**src/sv/binary_subarray_sum_counter_top_assert.svh**
```systemverilog
// Assertion macros for the subarray sum counter.
// Both expect clk and rst_n in scope.
`ifndef BINARY_SUBARRAY_SUM_COUNTER_TOP_ASSERT_SVH
`define BINARY_SUBARRAY_SUM_COUNTER_TOP_ASSERT_SVH

// cond holds at every edge out of reset
`define BSC_ASSERT_ALWAYS(lbl, cond, msg) \
  lbl: assert property (@(posedge clk) disable iff (!rst_n) (cond)) else $error(msg);

// cons holds in the cycle after ante
`define BSC_ASSERT_NEXT(lbl, ante, cons, msg) \
  lbl: assert property (@(posedge clk) disable iff (!rst_n) (ante) |=> (cons)) else $error(msg);

`endif

```
**src/sv/bsc_pkg.sv**
```systemverilog
`default_nettype none

package bsc_pkg;

  localparam int GOAL_W = 11;
  localparam int CNT_W  = 20;
  localparam int APB_DW = 32;
  localparam int APB_AW = 3;

  // word index within the register space (paddr[2])
  localparam logic REG_GOAL = 1'b0;

  typedef struct packed {
    logic accept;     // take the input transaction
    logic shrink_u;   // drop the leftmost bit of the upper window
    logic add_u;      // add upper window length to its count
    logic shrink_l;   // drop the leftmost bit of the lower window
    logic add_l;      // add lower window length to its count
    logic sel_lower;  // history read port follows the lower window
    logic load_out;   // load the result register
  } cmd_t;

  typedef struct packed {
    logic full;       // history holds MAX_LEN items
    logic need_u;     // upper window still over its limit
    logic need_l;     // lower window still over its limit
    logic out_free;   // result register can take a new result
  } sts_t;

endpackage

`default_nettype wire

```
**src/sv/bsc_in_if.sv**
```systemverilog
`default_nettype none

interface bsc_in_if;
  logic valid;
  logic ready;
  logic bit_req;
  logic last;

  modport source (output valid, output bit_req, output last, input ready);
  modport sink (input valid, input bit_req, input last, output ready);
endinterface

`default_nettype wire

```
**src/sv/bsc_out_if.sv**
```systemverilog
`default_nettype none

interface bsc_out_if;
  import bsc_pkg::*;

  logic             valid;
  logic             ready;
  logic [CNT_W-1:0] total;
  logic             done_res;
  logic             overflow;

  modport source (output valid, output total, output done_res, output overflow, input ready);
  modport sink (input valid, input total, input done_res, input overflow, output ready);
endinterface

`default_nettype wire

```
**src/sv/bsc_ram.sv**
```systemverilog
`default_nettype none

module bsc_ram #(
  parameter int WIDTH = 1,
  parameter int DEPTH = 1024
) (
  input  logic                     clk,
  input  logic                     we,
  input  logic [$clog2(DEPTH)-1:0] waddr,
  input  logic [WIDTH-1:0]         wdata,
  input  logic [$clog2(DEPTH)-1:0] raddr,
  output logic [WIDTH-1:0]         rdata
);

  logic [WIDTH-1:0] mem [DEPTH];
  logic [WIDTH-1:0] rdata_r;

  always_ff @(posedge clk) begin
    if (we) begin
      mem[waddr] <= wdata;
    end
    rdata_r <= mem[raddr];
  end

  assign rdata = rdata_r;

endmodule

`default_nettype wire

```
**src/sv/bsc_ctrl.sv**
```systemverilog
`default_nettype none

module bsc_ctrl (
  input  logic          clk,
  input  logic          rst_n,
  input  logic          in_valid,
  output logic          in_ready,
  input  bsc_pkg::sts_t sts,
  output bsc_pkg::cmd_t cmd
);
  import bsc_pkg::*;

  typedef enum logic [1:0] {
    ST_IDLE,
    ST_UPPER,
    ST_LOWER,
    ST_FINISH
  } state_t;

  state_t state_r, state_nxt;
  logic   in_ready_r, in_ready_nxt;

  always_comb begin
    state_nxt = state_r;
    cmd       = '0;
    unique case (state_r)
      ST_IDLE: begin
        if (in_valid && in_ready_r) begin
          cmd.accept = 1'b1;
          state_nxt  = sts.full ? ST_FINISH : ST_UPPER;
        end
      end
      ST_UPPER: begin
        if (sts.need_u) begin
          cmd.shrink_u = 1'b1;
        end else begin
          // hand the read port over to the lower window
          cmd.add_u     = 1'b1;
          cmd.sel_lower = 1'b1;
          state_nxt     = ST_LOWER;
        end
      end
      ST_LOWER: begin
        cmd.sel_lower = 1'b1;
        if (sts.need_l) begin
          cmd.shrink_l = 1'b1;
        end else if (sts.out_free) begin
          cmd.add_l    = 1'b1;
          cmd.load_out = 1'b1;
          state_nxt    = ST_IDLE;
        end
      end
      ST_FINISH: begin
        if (sts.out_free) begin
          cmd.load_out = 1'b1;
          state_nxt    = ST_IDLE;
        end
      end
      default: state_nxt = ST_IDLE;
    endcase
    in_ready_nxt = (state_nxt == ST_IDLE);
  end

  always_ff @(posedge clk) begin
    if (!rst_n) begin
      state_r    <= ST_IDLE;
      in_ready_r <= 1'b1;
    end else begin
      state_r    <= state_nxt;
      in_ready_r <= in_ready_nxt;
    end
  end

  assign in_ready = in_ready_r;

endmodule

`default_nettype wire

```
**src/sv/bsc_datapath.sv**
```systemverilog
`default_nettype none

module bsc_datapath #(
  parameter int MAX_LEN = 1024
) (
  input  logic                        clk,
  input  logic                        rst_n,
  input  bsc_pkg::cmd_t               cmd,
  output bsc_pkg::sts_t               sts,
  input  logic [bsc_pkg::GOAL_W-1:0]  goal,
  input  logic                        in_bit,
  input  logic                        in_last,
  input  logic                        out_ready,
  output logic                        out_valid,
  output logic [bsc_pkg::CNT_W-1:0]   out_total,
  output logic                        out_done,
  output logic                        out_ovf
);
  import bsc_pkg::*;

  localparam int PW    = $clog2(MAX_LEN + 1);
  localparam int AW    = $clog2(MAX_LEN);
  localparam int CMP_W = (PW > GOAL_W) ? PW : GOAL_W;

  logic [PW-1:0]    pos_r, pos_nxt;
  logic [PW-1:0]    left_u_r, left_u_nxt;
  logic [PW-1:0]    left_l_r, left_l_nxt;
  logic [PW-1:0]    sum_u_r, sum_u_nxt;
  logic [PW-1:0]    sum_l_r, sum_l_nxt;
  logic [CNT_W-1:0] cnt_u_r, cnt_u_nxt;
  logic [CNT_W-1:0] cnt_l_r, cnt_l_nxt;
  logic             out_valid_r, out_valid_nxt;

  logic             bit_r, bit_nxt;
  logic             last_r, last_nxt;
  logic             ovf_r, ovf_nxt;
  logic [CNT_W-1:0] out_total_r, out_total_nxt;
  logic             out_done_r, out_done_nxt;
  logic             out_ovf_r, out_ovf_nxt;

  logic             full;
  logic             lower_on;
  logic [CNT_W-1:0] len_u, len_l, cnt_l_upd;
  logic             rbit_u, rbit_l;

  logic             mem_we;
  logic [AW-1:0]    mem_raddr;
  logic             mem_rdata;

  bsc_ram #(
    .WIDTH (1),
    .DEPTH (MAX_LEN)
  ) u_hist (
    .clk   (clk),
    .we    (mem_we),
    .waddr (pos_r[AW-1:0]),
    .wdata (in_bit),
    .raddr (mem_raddr),
    .rdata (mem_rdata)
  );

  assign full     = (pos_r == PW'(MAX_LEN));
  assign lower_on = (goal != '0);
  assign len_u    = CNT_W'(pos_r - left_u_r);
  assign len_l    = CNT_W'(pos_r - left_l_r);
  assign cnt_l_upd = cnt_l_r + ((cmd.add_l && lower_on) ? len_l : '0);

  // newest entry may have been written in the same cycle it was read: bypass it
  assign rbit_u = ((left_u_r + PW'(1)) == pos_r) ? bit_r : mem_rdata;
  assign rbit_l = ((left_l_r + PW'(1)) == pos_r) ? bit_r : mem_rdata;

  assign sts.full     = full;
  assign sts.need_u   = (CMP_W'(sum_u_r) > CMP_W'(goal)) && (left_u_r < pos_r);
  assign sts.need_l   = lower_on && (CMP_W'(sum_l_r) >= CMP_W'(goal)) &&
                        (left_l_r < pos_r);
  assign sts.out_free = !out_valid_r || out_ready;

  assign mem_we = cmd.accept && !full;

  always_comb begin
    pos_nxt       = pos_r;
    left_u_nxt    = left_u_r;
    left_l_nxt    = left_l_r;
    sum_u_nxt     = sum_u_r;
    sum_l_nxt     = sum_l_r;
    cnt_u_nxt     = cnt_u_r;
    cnt_l_nxt     = cnt_l_r;
    bit_nxt       = bit_r;
    last_nxt      = last_r;
    ovf_nxt       = ovf_r;
    out_total_nxt = out_total_r;
    out_done_nxt  = out_done_r;
    out_ovf_nxt   = out_ovf_r;
    out_valid_nxt = out_valid_r && !out_ready;

    if (cmd.accept) begin
      last_nxt = in_last;
      ovf_nxt  = full;
      if (!full) begin
        bit_nxt   = in_bit;
        pos_nxt   = pos_r + PW'(1);
        sum_u_nxt = sum_u_r + PW'(in_bit);
        if (lower_on) begin
          sum_l_nxt = sum_l_r + PW'(in_bit);
        end
      end
    end

    if (cmd.shrink_u) begin
      sum_u_nxt  = sum_u_r - PW'(rbit_u);
      left_u_nxt = left_u_r + PW'(1);
    end
    if (cmd.add_u) begin
      cnt_u_nxt = cnt_u_r + len_u;
    end

    if (cmd.shrink_l) begin
      sum_l_nxt  = sum_l_r - PW'(rbit_l);
      left_l_nxt = left_l_r + PW'(1);
    end
    if (cmd.add_l) begin
      cnt_l_nxt = cnt_l_upd;
    end

    if (cmd.load_out) begin
      out_valid_nxt = 1'b1;
      out_total_nxt = cnt_u_r - cnt_l_upd;
      out_done_nxt  = last_r;
      out_ovf_nxt   = ovf_r;
      if (last_r) begin
        pos_nxt    = '0;
        left_u_nxt = '0;
        left_l_nxt = '0;
        sum_u_nxt  = '0;
        sum_l_nxt  = '0;
        cnt_u_nxt  = '0;
        cnt_l_nxt  = '0;
      end
    end
  end

  assign mem_raddr = cmd.sel_lower ? left_l_nxt[AW-1:0] : left_u_nxt[AW-1:0];

  always_ff @(posedge clk) begin
    if (!rst_n) begin
      pos_r       <= '0;
      left_u_r    <= '0;
      left_l_r    <= '0;
      sum_u_r     <= '0;
      sum_l_r     <= '0;
      cnt_u_r     <= '0;
      cnt_l_r     <= '0;
      out_valid_r <= 1'b0;
    end else begin
      pos_r       <= pos_nxt;
      left_u_r    <= left_u_nxt;
      left_l_r    <= left_l_nxt;
      sum_u_r     <= sum_u_nxt;
      sum_l_r     <= sum_l_nxt;
      cnt_u_r     <= cnt_u_nxt;
      cnt_l_r     <= cnt_l_nxt;
      out_valid_r <= out_valid_nxt;
    end
  end

  always_ff @(posedge clk) begin
    bit_r       <= bit_nxt;
    last_r      <= last_nxt;
    ovf_r       <= ovf_nxt;
    out_total_r <= out_total_nxt;
    out_done_r  <= out_done_nxt;
    out_ovf_r   <= out_ovf_nxt;
  end

  assign out_valid = out_valid_r;
  assign out_total = out_total_r;
  assign out_done  = out_done_r;
  assign out_ovf   = out_ovf_r;

endmodule

`default_nettype wire

```
**src/sv/binary_subarray_sum_counter_top.sv**
```systemverilog
`default_nettype none
`include "binary_subarray_sum_counter_top_assert.svh"

// Counts contiguous runs of a bit stream whose number of ones equals the goal
// register. Each input transaction carries one bit and a last marker and
// yields exactly one result transaction: the running count (mod 2^20), the
// echoed last marker and an overflow flag. A sequence holds at most MAX_LEN
// bits; later bits are ignored and flagged until the last marker, which
// always ends the sequence and clears the counts (goal is kept). A stored bit
// is accepted; the upper, then the lower window drop bits from their left
// edge until back within limit, each at most one per bit it took in; then
// the result is posted once the result register is free. An ignored bit goes
// from accept straight to posting. The window steps share the single read
// port of the history RAM. The next input waits until the result is posted,
// not until it leaves the output side. Write goal only while idle.
module binary_subarray_sum_counter_top #(
  parameter int MAX_LEN = 1024
) (
  input  logic                          clk,
  input  logic                          rst_n,
  bsc_in_if.sink                        in_ch,
  bsc_out_if.source                     out_ch,
  input  logic                          psel,
  input  logic                          penable,
  input  logic                          pwrite,
  input  logic [bsc_pkg::APB_AW-1:0]    paddr,
  input  logic [bsc_pkg::APB_DW-1:0]    pwdata,
  output logic [bsc_pkg::APB_DW-1:0]    prdata,
  output logic                          pready
);
  import bsc_pkg::*;

  // goal register, APB word 0
  logic [GOAL_W-1:0] goal_r;
  logic              cfg_wr;

  cmd_t cmd_w;
  sts_t sts_w;

  assign pready = 1'b1;
  assign cfg_wr = psel && penable && pwrite && pready;

  always_ff @(posedge clk) begin
    if (!rst_n) begin
      goal_r <= '0;
    end else if (cfg_wr && (paddr[2] == REG_GOAL)) begin
      goal_r <= pwdata[GOAL_W-1:0];
    end
  end

  // reads of the unused word return zero
  assign prdata = (paddr[2] == REG_GOAL) ? APB_DW'(goal_r) : '0;

  // sequencer: accept, walk upper window, walk lower window, post result; ignored bits go straight to posting
  bsc_ctrl u_ctrl (
    .clk      (clk),
    .rst_n    (rst_n),
    .in_valid (in_ch.valid),
    .in_ready (in_ch.ready),
    .sts      (sts_w),
    .cmd      (cmd_w)
  );

  // history RAM, window edges and sums, counts, result register
  bsc_datapath #(
    .MAX_LEN (MAX_LEN)
  ) u_dp (
    .clk       (clk),
    .rst_n     (rst_n),
    .cmd       (cmd_w),
    .sts       (sts_w),
    .goal      (goal_r),
    .in_bit    (in_ch.bit_req),
    .in_last   (in_ch.last),
    .out_ready (out_ch.ready),
    .out_valid (out_ch.valid),
    .out_total (out_ch.total),
    .out_done  (out_ch.done_res),
    .out_ovf   (out_ch.overflow)
  );

  // one RAM port and one datapath action per cycle
  `BSC_ASSERT_ALWAYS(a_one_action, $onehot0({cmd_w.accept, cmd_w.shrink_u, cmd_w.shrink_l, cmd_w.load_out}), "more than one datapath action in a cycle")
  // a result is only posted into a free slot
  `BSC_ASSERT_ALWAYS(a_load_into_free, !cmd_w.load_out || sts_w.out_free, "result loaded over a pending result")
  // accepting a transaction makes the block busy
  `BSC_ASSERT_NEXT(a_busy_after_accept, in_ch.valid && in_ch.ready, !in_ch.ready, "input still ready right after an accept")
  // a posted result shows up on the output channel
  `BSC_ASSERT_NEXT(a_load_shows, cmd_w.load_out, out_ch.valid, "posted result not visible")

endmodule

`default_nettype wire
```
**src/flat_wrapper.sv**
```systemverilog
// flat-port wrapper written by rule: the top's interface ports become plain ports
module binary_subarray_sum_counter_top_flat import bsc_pkg::*;
#(
  parameter int MAX_LEN = 1024
)
  (clk, rst_n, psel, penable, pwrite, paddr, pwdata, prdata, pready, in_ch_valid, in_ch_bit_req, in_ch_last, in_ch_ready, out_ch_valid, out_ch_total, out_ch_done_res, out_ch_overflow, out_ch_ready);
  bsc_in_if in_ch_i ();
  bsc_out_if out_ch_i ();
  input  logic clk;
  input  logic rst_n;
  input  logic psel;
  input  logic penable;
  input  logic pwrite;
  input  logic [bsc_pkg::APB_AW-1:0] paddr;
  input  logic [bsc_pkg::APB_DW-1:0] pwdata;
  output logic [bsc_pkg::APB_DW-1:0] prdata;
  output logic pready;
  input wire logic [$bits(in_ch_i.valid)-1:0] in_ch_valid;
  input wire logic [$bits(in_ch_i.bit_req)-1:0] in_ch_bit_req;
  input wire logic [$bits(in_ch_i.last)-1:0] in_ch_last;
  output wire logic [$bits(in_ch_i.ready)-1:0] in_ch_ready;
  output wire logic [$bits(out_ch_i.valid)-1:0] out_ch_valid;
  output wire logic [$bits(out_ch_i.total)-1:0] out_ch_total;
  output wire logic [$bits(out_ch_i.done_res)-1:0] out_ch_done_res;
  output wire logic [$bits(out_ch_i.overflow)-1:0] out_ch_overflow;
  input wire logic [$bits(out_ch_i.ready)-1:0] out_ch_ready;
  assign in_ch_i.valid = in_ch_valid;
  assign in_ch_i.bit_req = in_ch_bit_req;
  assign in_ch_i.last = in_ch_last;
  assign in_ch_ready = in_ch_i.ready;
  assign out_ch_valid = out_ch_i.valid;
  assign out_ch_total = out_ch_i.total;
  assign out_ch_done_res = out_ch_i.done_res;
  assign out_ch_overflow = out_ch_i.overflow;
  assign out_ch_i.ready = out_ch_ready;
  binary_subarray_sum_counter_top #(.MAX_LEN(MAX_LEN)) u_core (.clk(clk), .rst_n(rst_n), .in_ch(in_ch_i), .out_ch(out_ch_i), .psel(psel), .penable(penable), .pwrite(pwrite), .paddr(paddr), .pwdata(pwdata), .prdata(prdata), .pready(pready));
endmodule
```
**config.mk**
```make
export PLATFORM = sky130hd
export DESIGN_NAME = binary_subarray_sum_counter_top_flat
export DESIGN_NICKNAME = d
export VERILOG_FILES = /design/src/sv/bsc_pkg.sv /design/src/sv/bsc_in_if.sv /design/src/sv/bsc_out_if.sv /design/src/sv/bsc_ram.sv /design/src/sv/bsc_ctrl.sv /design/src/sv/bsc_datapath.sv /design/src/sv/binary_subarray_sum_counter_top.sv /design/src/flat_wrapper.sv
export VERILOG_INCLUDE_DIRS = /design/src /design/src/sv
export SDC_FILE = /design/constraint.sdc
export NUM_CORES = 2
export LEC_CHECK = 0
export BUFFER_PORTS_ARGS = -buffer_cell sky130_fd_sc_hd__buf_2
export CAP_MARGIN = 10
export CORE_UTILIZATION = 40
export DETAILED_ROUTE_END_ITERATION = 16
export PLACE_DENSITY = 0.6
export SYNTH_ARGS = -nofsm -noshare
export SYNTH_HDL_FRONTEND = slang
export SYNTH_SLANG_ARGS = --single-unit
```
**constraint.sdc**
```tcl
create_clock -name clk -period 6.1 [get_ports clk]
set_input_delay 0.915 -clock clk [delete_from_list [all_inputs] [get_ports clk]]
set_output_delay 0.915 -clock clk [all_outputs]
set_load 0.005 [all_outputs]
```
==> run summary <==
internal power = 14.70 mW
Simple-Gate Fraction of Synth Area = 18.72%
WL met3 = 13260 um
Pwr Total = 21.00 mW
# fillers = 12.77k
H-tree levels = 4
Routed met2 length = 76800 um
multi-input logic area = 20200 um2
# IOs = 101
Most used DFF post-synth = edfxtp_1
layout cells sized above 1 = 12.67%
setup ws final = 0.1671 ns
die area = 140000 um2
ys async rst share = 0%
Slew HR = 19.51%
most frequent CP cell = a21oi_2
NetSw = 6.306 mW
most frequent cells in the layout = nor2_1, edfxtp_1, nand2_1
Buffers on Ports = 55
vias in the first global route = 39.03k
Max clock buf depth = 3
CP max stage cell = fa_2
commonest non-fill, non-tap cell in the layout = nor2_1
WHS = 0.3345 ns
FMAX = 168.6 MHz
Yosys cell types = 77
post-synthesis mux area share = 2.535%
Die W = 374.1 um
cts hold-fix bufs = 0
PwrDens = 330.3 nW/um2
Via-to-Cell Ratio = 5.628
Post-Route Setup TNS = 0 ns
DRC violations left = 0
Iter 0 DRT Violations = 4557
clk_lat worst skew = 0.77 ns
dpl hpwl = 93960 um
via count = 41.28k
Gate power share = 22.3%
Post-Syn Instances = 5345
Seq/Total Area, Yosys = 60.89%
routed wire length = 163100 um
max-cap viol count = 0
global route overflow = 0
fin nets = 5615
xor/xnor share of the synthesized area = 2.286%
Min Clock Period, post-route = 5.933 ns
final setup fails = 0
YS warnings = 0
first-pass GRT wire length = 242100 um
worst path bufs/invs = 1
Worst Tran Pin Value = 1.204 ns
clock skew = 0.02069 ns
cell area after placement = 59030 um2
CTS buffer count = 132
Reg area = 33730 um2
Die Y = 374.1 um
Routed WL per cell = 22.23 um
post-route cell area = 63580 um2
post-place setup slack = -0.1948 ns
Post-synth EDFFs = 1049
placed insts = 7090
Crit path largest cell delay = 0.34 ns
outcome = finished, final reports clean
largest family of logic cells by synthesized area = simple AND/OR/NAND/NOR gates
synthesized area = 55380 um2
initial core utilization = 40.28%
clock root buffer = clkbuf_16
period utilization = 97.26%
CP startpoint kind = flop
Post-Route Utilization = 46.24%
final hold viol count = 0
maximum VDD drop = 0.0003075 V
largest net degree at the start of global routing = 248
Worst-path clk slew = 0.06 ns
total track usage = 22.80%
max-slew violation count = 0
core box area = 137500 um2
diode count = 0
Yosys reg bits = 1160
WS Path Type = reg -> reg
WP data arrival = 6.45 ns
Pleak = 22.06 nW
top sig layer = met4
Clock power frac = 35.6%
drt first pass iters = 6
post-synthesis compound-gate area fraction = 8.768%
Seq pwr share = 42.1%
Avg Cell Area, Syn = 10.36 um2
Area Overhead vs Synth = 14.80%
Worst EP required = 6.62 ns
wire length on met1 = 68300 um
final cell count without fillers = 7335
worst min-delay path class = in -> reg
RSZ-0062 raised after global routing = true
Antenna Nets Post-Route = 0
CTS tree = done
crit-path leading delay family = compound AO/OA/AOI/OAI gates
crit end category = flop
number of sinks driven by the clock tree = 1160
adder-cell share of the synthesized area = 2.905%
Sw Ratio = 30.03%
crit path max fanout = 4
antenna violations before repair = 1
Rows = 136
Placer Congestion = 0.8836
-- per-layer routing --
metal  vias to the layer above  GRT usage, %
li1                      18930             -
met1                     20450         30.96
met2                      1598         37.32
met3                       301         3.328
met4                         0         7.594
met5                         -             0
-- path summary, 6_finish.rpt --
check	start	endpoint	slack, ns	cells after the start
hold reg to reg	u_core.u_dp.ovf_r	u_core.u_dp.out_ovf	0.42	0
setup reg to reg	u_core.u_dp.left_l_r[5]	u_core.u_dp.out_total[19]	0.17	32
setup / recovery	u_core.u_dp.left_l_r[5]	u_core.u_dp.out_total[19]	0.17	32
hold / removal	in_ch_last	u_core.u_dp.last_r	0.33	1
-- registers in the layout (all words and copies together) (netlist names), 20 cells and up --
name / count
u_core.u_dp.cnt_l_r: 20
u_core.u_dp.out_total: 20
u_core.u_dp.u_hist.mem: 1024
u_core.u_dp.cnt_u_r: 20
-- worst register-to-register path: cells and delay by family (launching register included) --
| family | cells | cell delay [ns] |
|---|---|---|
| AOI/OAI and AO/OA | 17 | 2.67 |
| xor gates and xnor gates | 3 | 0.46 |
| adders and majority gates | 5 | 1.41 |
| buffers and inverters | 1 | 0.05 |
| DFF | 1 | 0.33 |
| and+or+nand+nor | 6 | 0.78 |
-- logic make-up after synthesis --
family / Yosys count
AND/OR/NAND/NOR: 2532
adder cells (fa/ha/maj): 126
XOR/XNOR: 143
other: 2
flip-flops: 1160
AO/OA/AOI/OAI: 727
multiplexers: 140
buffers and inverters: 515
-- cells in the mapped netlist, types with 7 or more instances --
cell type / instances / area share (%)
a211oi_1: 78 / 1.1
a21boi_0: 17 / 0.23
a21o_1: 27 / 0.37
a21oi_1: 239 / 2.2
a221oi_1: 18 / 0.28
a221oi_2: 19 / 0.52
a311oi_1: 29 / 0.46
a31oi_1: 128 / 1.4
a32oi_1: 8 / 0.13
and2_1: 21 / 0.24
and3_1: 57 / 0.64
buf_1: 28 / 0.19
buf_2: 95 / 0.86
buf_4: 25 / 0.34
clkbuf_1: 286 / 1.9
dfxtp_1: 111 / 4.0
edfxtp_1: 1049 / 57
ha_1: 119 / 2.7
inv_1: 80 / 0.54
mux2i_1: 138 / 2.5
nand2_1: 886 / 6.0
nand2b_1: 15 / 0.17
nand3_1: 210 / 1.9
nand4_1: 18 / 0.20
nor2_1: 1195 / 8.1
nor2b_1: 11 / 0.12
nor3_1: 33 / 0.30
nor4_1: 55 / 0.62
o211ai_1: 7 / 0.095
o21ai_0: 47 / 0.42
o21bai_1: 10 / 0.14
o22ai_1: 46 / 0.52
or3_1: 7 / 0.079
xnor2_1: 94 / 1.5
xor2_1: 48 / 0.76
-- layout make-up --
class | count | share of cell area, %
clock buffer | 175 | 5.681
clock inverter | 53 | 0.5746
inverter | 80 | 0.4723
multi-input combinational | 3691 | 31.77
sequential | 1160 | 53.06
tap | 1794 | 3.531
timing repair buffer | 382 | 4.908
-- what timing repair did --
action	CTS	global route
pin swaps	2	51
buffers inserted	0	15
gates resized for setup	9	69
gates cloned	0	1
setup endpoints to repair	4	5
-- power by group through the flow --
stage | clock (mW) | sequential [mW] | combinational (mW)
floorplan | 0 | 9.02 | 2.80
global placement | 0 | 9.02 | 4.55
detailed placement | 0 | 9.02 | 4.59
CTS | 7.57 | 8.85 | 4.61
global route | 7.86 | 8.86 | 5.06
finish | 7.47 | 8.85 | 4.69
(Power assumes the default switching activity.)
